==> src/design/drp_ram.sv <==
// ---------------------------------------------------------------------------
// drp_ram: generic single-port-write, single-port-read RAM
// One write and one registered read per cycle.
// ---------------------------------------------------------------------------
`default_nettype none

module drp_ram #(
    parameter int WIDTH = 8,
    parameter int DEPTH = 512
) (
    input  wire logic                     i_clk,
    input  wire logic                     i_we,
    input  wire logic [$clog2(DEPTH)-1:0] i_waddr,
    input  wire logic [WIDTH-1:0]         i_wdata,
    input  wire logic [$clog2(DEPTH)-1:0] i_raddr,
    output      logic [WIDTH-1:0]         o_rdata
);

    logic [WIDTH-1:0] r_mem [DEPTH];

    always_ff @(posedge i_clk) begin
        if (i_we) begin
            r_mem[i_waddr] <= i_wdata;
        end
        o_rdata <= r_mem[i_raddr];
    end

endmodule

`default_nettype wire

==> config.mk <==
export PLATFORM = sky130hd
export DESIGN_NAME = drp_ram
export DESIGN_NICKNAME = d
export VERILOG_FILES = /design/src/design/drp_ram.sv
export SDC_FILE = /design/constraint.sdc
export NUM_CORES = 2
export LEC_CHECK = 0
export ABC_AREA = 0
export BUFFER_PORTS_ARGS = -buffer_cell sky130_fd_sc_hd__buf_2
export CORE_UTILIZATION = 45
export CTS_CLUSTER_SIZE = 20
export DETAILED_ROUTE_END_ITERATION = 8
export SETUP_SLACK_MARGIN = 0.4
export SYNTH_ARGS = -nofsm -noshare
export SYNTH_HDL_FRONTEND = slang
export SYNTH_SLANG_ARGS = --single-unit
==> constraint.sdc <==
create_clock -name i_clk -period 3.1 [get_ports i_clk]
set_input_delay 0.31 -clock i_clk [delete_from_list [all_inputs] [get_ports i_clk]]
set_output_delay 0.31 -clock i_clk [all_outputs]
set_load 0.1 [all_outputs]
==> reports/metrics.yaml <==
outcome:
  status: "finished, final reports clean"
pwr:
  leakage_nw: 60.96
  power_mw: 117.2
  ir_drop_uv: 499.7
  cellPowerDensity_nw_per_um2: 627.7
setup_path:
  crit_cells: 7
  reg2regPathDepth: 7
  cp_max_fo: 2
  slowest_delay_ps: 630
  arrival_ps: 3610
  start_kind: "flop"
  r2r_setup_slack_ps: 400
  setup.worst_path.class: "flop to flop"
  worstPathBufferInverterCount: 0
  crit_family: "compound AO/OA/AOI/OAI gates"
  slowest_stage: "nor4_2"
  worstPathRequired_ps: 4010
  crit_chain: "mux2i_1, o221ai_1, o22ai_1, o21ai_0, nand4_1, nor4_2, o2111a_1"
  cp-end-kind: "flop"
floorplanning:
  initial_core_util_pct: 45.28
  die_w_um: 598.2
  core_um2: 353200
  fp.dieH_um: 598.2
  num_rows: 218
  die-area_um2: 357800
  io_pins: 36
layout:
  drive_above_1_share_pct: 25.05
  layout.cells.non_filler: 14076
  final_common_cell: "edfxtp_1"
  nets: 9028
  layout_common_cells: "edfxtp_1 (4096), buf_4 (857), mux2i_1 (797)"
  area_growth_pct: 16.74
sta:
  period_needed_ps: 2696
  hold_violations: 0
  finalSetupViolCount: 0
  fin_ws_ps: 404.4
  worst_pin_slew_ps: 1191
  clock.fmax_mhz: 371.0
  period_share_pct: 86.95
  drv_slew: 0
  rsz0062_at_grt: "false"
  clock_skew_ps: 68.41
  slew-limit-headroom_pct: 19.59
synthesis:
  yosys.area.top_type: "edfxtp_1"
  yosysWarnings: 0
  synth.distinct_cells: 51
  ys_seq_area_share_pct: 77.01
  synth_area_um2: 159900
  synth_top_area_share_pct: 76.91
  syn_area_per_cell_um2: 19.92
  synth.area.top_cells: "edfxtp_1 (77%), mux4_2 (9.2%), mux2i_1 (5.0%), o221ai_1 (2.0%), nor2_1 (1.4%)"
  postSynthCellCount: 8030
  async_reset_ff_share_pct: 0
  yosys_most_used_dff: "edfxtp_1"
  synth_fp_nets: 8058
  synth_edf_count: 4096
  ys_ff_latch: 4104
detailed_routing:
  postRouteAntennaNets: 0
  post-route-drc-count: 0
  vias_per_cell: 5.996
  first_pass_iters: 6
  dr_total_vias: 84404
  drt_iter0_drc: 10372
  wl_um: 434100
  wl_per_cell_um: 30.84
cts:
  path_clk_slew_ps: 60
  ctsRootBufferMaster: "clkbuf_16"
  cts-buffers-inserted: 416
  htreeDepth: 5
  clock_path_buffers: 4
  cts_tree: "yes"
  insertion_delay_ps: 970
  post_cts_buffers: 0
  clock_sinks: 4104
run:
  maxCapViolCount: 0
global_routing:
  grt_pass1_wl_um: 619100
  grt_pass1_vias: 84491
  grt.busiest_layer: "met2"
  grt_max_degree: 117
  grt_use_total_pct: 24.03
  antenna_found_initial: 19
  globalRouteMet3Util_pct: 4.027
  overflow: 0
  globalRouteMet2Util_pct: 38.32
  globalRouteMet1Util_pct: 33.80
placed_design:
  port_buffers: 35
  dp_slack_ps: -787.9
  gp_congestion: 0.8922
  dpl.hpwl_um: 274000
  placed_cells: 13304
worst_hold_path:
  hold_class: "primary input to flop"
  holdPathStages: 5
## worst register-to-register path, cell delays in order, from the launching register on
cell and delay (ps):
edfxtp_1 330, mux2i_1 70, o221ai_1 270, o22ai_1 140
o21ai_0 600, nand4_1 320, nor4_2 630, o2111a_1 270
## sequential cells by signal, summed over array words and instances, names as in the netlist
name / count
o_rdata: 8
r_mem: 4096
## final cells by class
type                            count  area [um2]
Sequential cell                  4104      123200
Antenna cell                       10       25.02
Clock buffer                      504       10870
Tap cell                         4730        5918
Fill cell                       27274      166500
Multi-Input combinational cell   3410       34030
Inverter                            3       18.77
Clock inverter                    250        2566
Timing Repair Buffer             1065       10120
## layer usage
metal | vias to the layer above | share of wire (%)
li1 | 35450 | -
met1 | 44460 | 41
met2 | 3823 | 48
met3 | 669 | 7.9
met4 | 2 | 3.4
met5 | - | 0.0021
## kinds of logic after synthesis
| logic type | Yosys count | share of synthesized area (%) |
|---|---|---|
| AO/OA/AOI/OAI | 979 | 4.313 |
| multiplexers | 1451 | 14.20 |
| flip-flops | 4104 | 77.01 |
| AND/OR/NAND/NOR | 980 | 2.631 |
| buffers and inverters | 516 | 1.849 |
## Yosys cell counts (all sizes together) (2+ instances only)
master	n
a22o	5
and2	20
a22oi	61
nor2b	6
o21ai	119
or3	6
nand4	32
mux4	654
or2	5
o22ai	163
dfxtp	8
nand2	111
a31oi	2
o2111a	8
edfxtp	4096
o211ai	2
nand3	36
o221ai	372
mux2i	797
buf	248
a211oi	17
a211o	2
a21oi	194
o41ai	7
inv	3
and3b	4
nor4	36
nor2	597
a2111oi	3
nor3b	8
o22a	3
nor3	109
o311ai	6
o31ai	13
clkbuf	265
nand2b	4
and3	4
## where the power goes
group	internal [mW]	total, mW	switching, mW
combinational	2.26	6.40	4.14
clock	28.6	49.6	21.0
sequential	61.1	61.2	0.0855
## repair_timing
action,in CTS,in global routing
gates resized for setup,6,0
setup endpoints to repair,4,0
hold buffers,8,0
hold endpoints to repair,403,0
## per-stage QoR
step | util [%] | cell area (um2) | hold WS, ps | setup TNS (ps)
2_1_floorplan | - | 159900 | 408.9 | 0
3_3_place_gp | 49.01 | 173100 | 762.4 | -5370
3_5_place_dp | 49.02 | 173100 | 772.8 | -3817
4_1_cts | 52.85 | 186700 | 101.3 | 0
5_1_grt | 52.85 | 186700 | 156.6 | 0
6_report | 52.86 | 186700 | 163.9 | 0
## final timing paths
kind,startpoint,end
setup / recovery,r_mem[304][3],o_rdata[3]
hold / removal,i_waddr[3],r_mem[256][5]
setup reg to reg,r_mem[304][3],o_rdata[3]
hold reg to reg,r_mem[374][2],o_rdata[2]
Power figures use the tool's default switching activity.
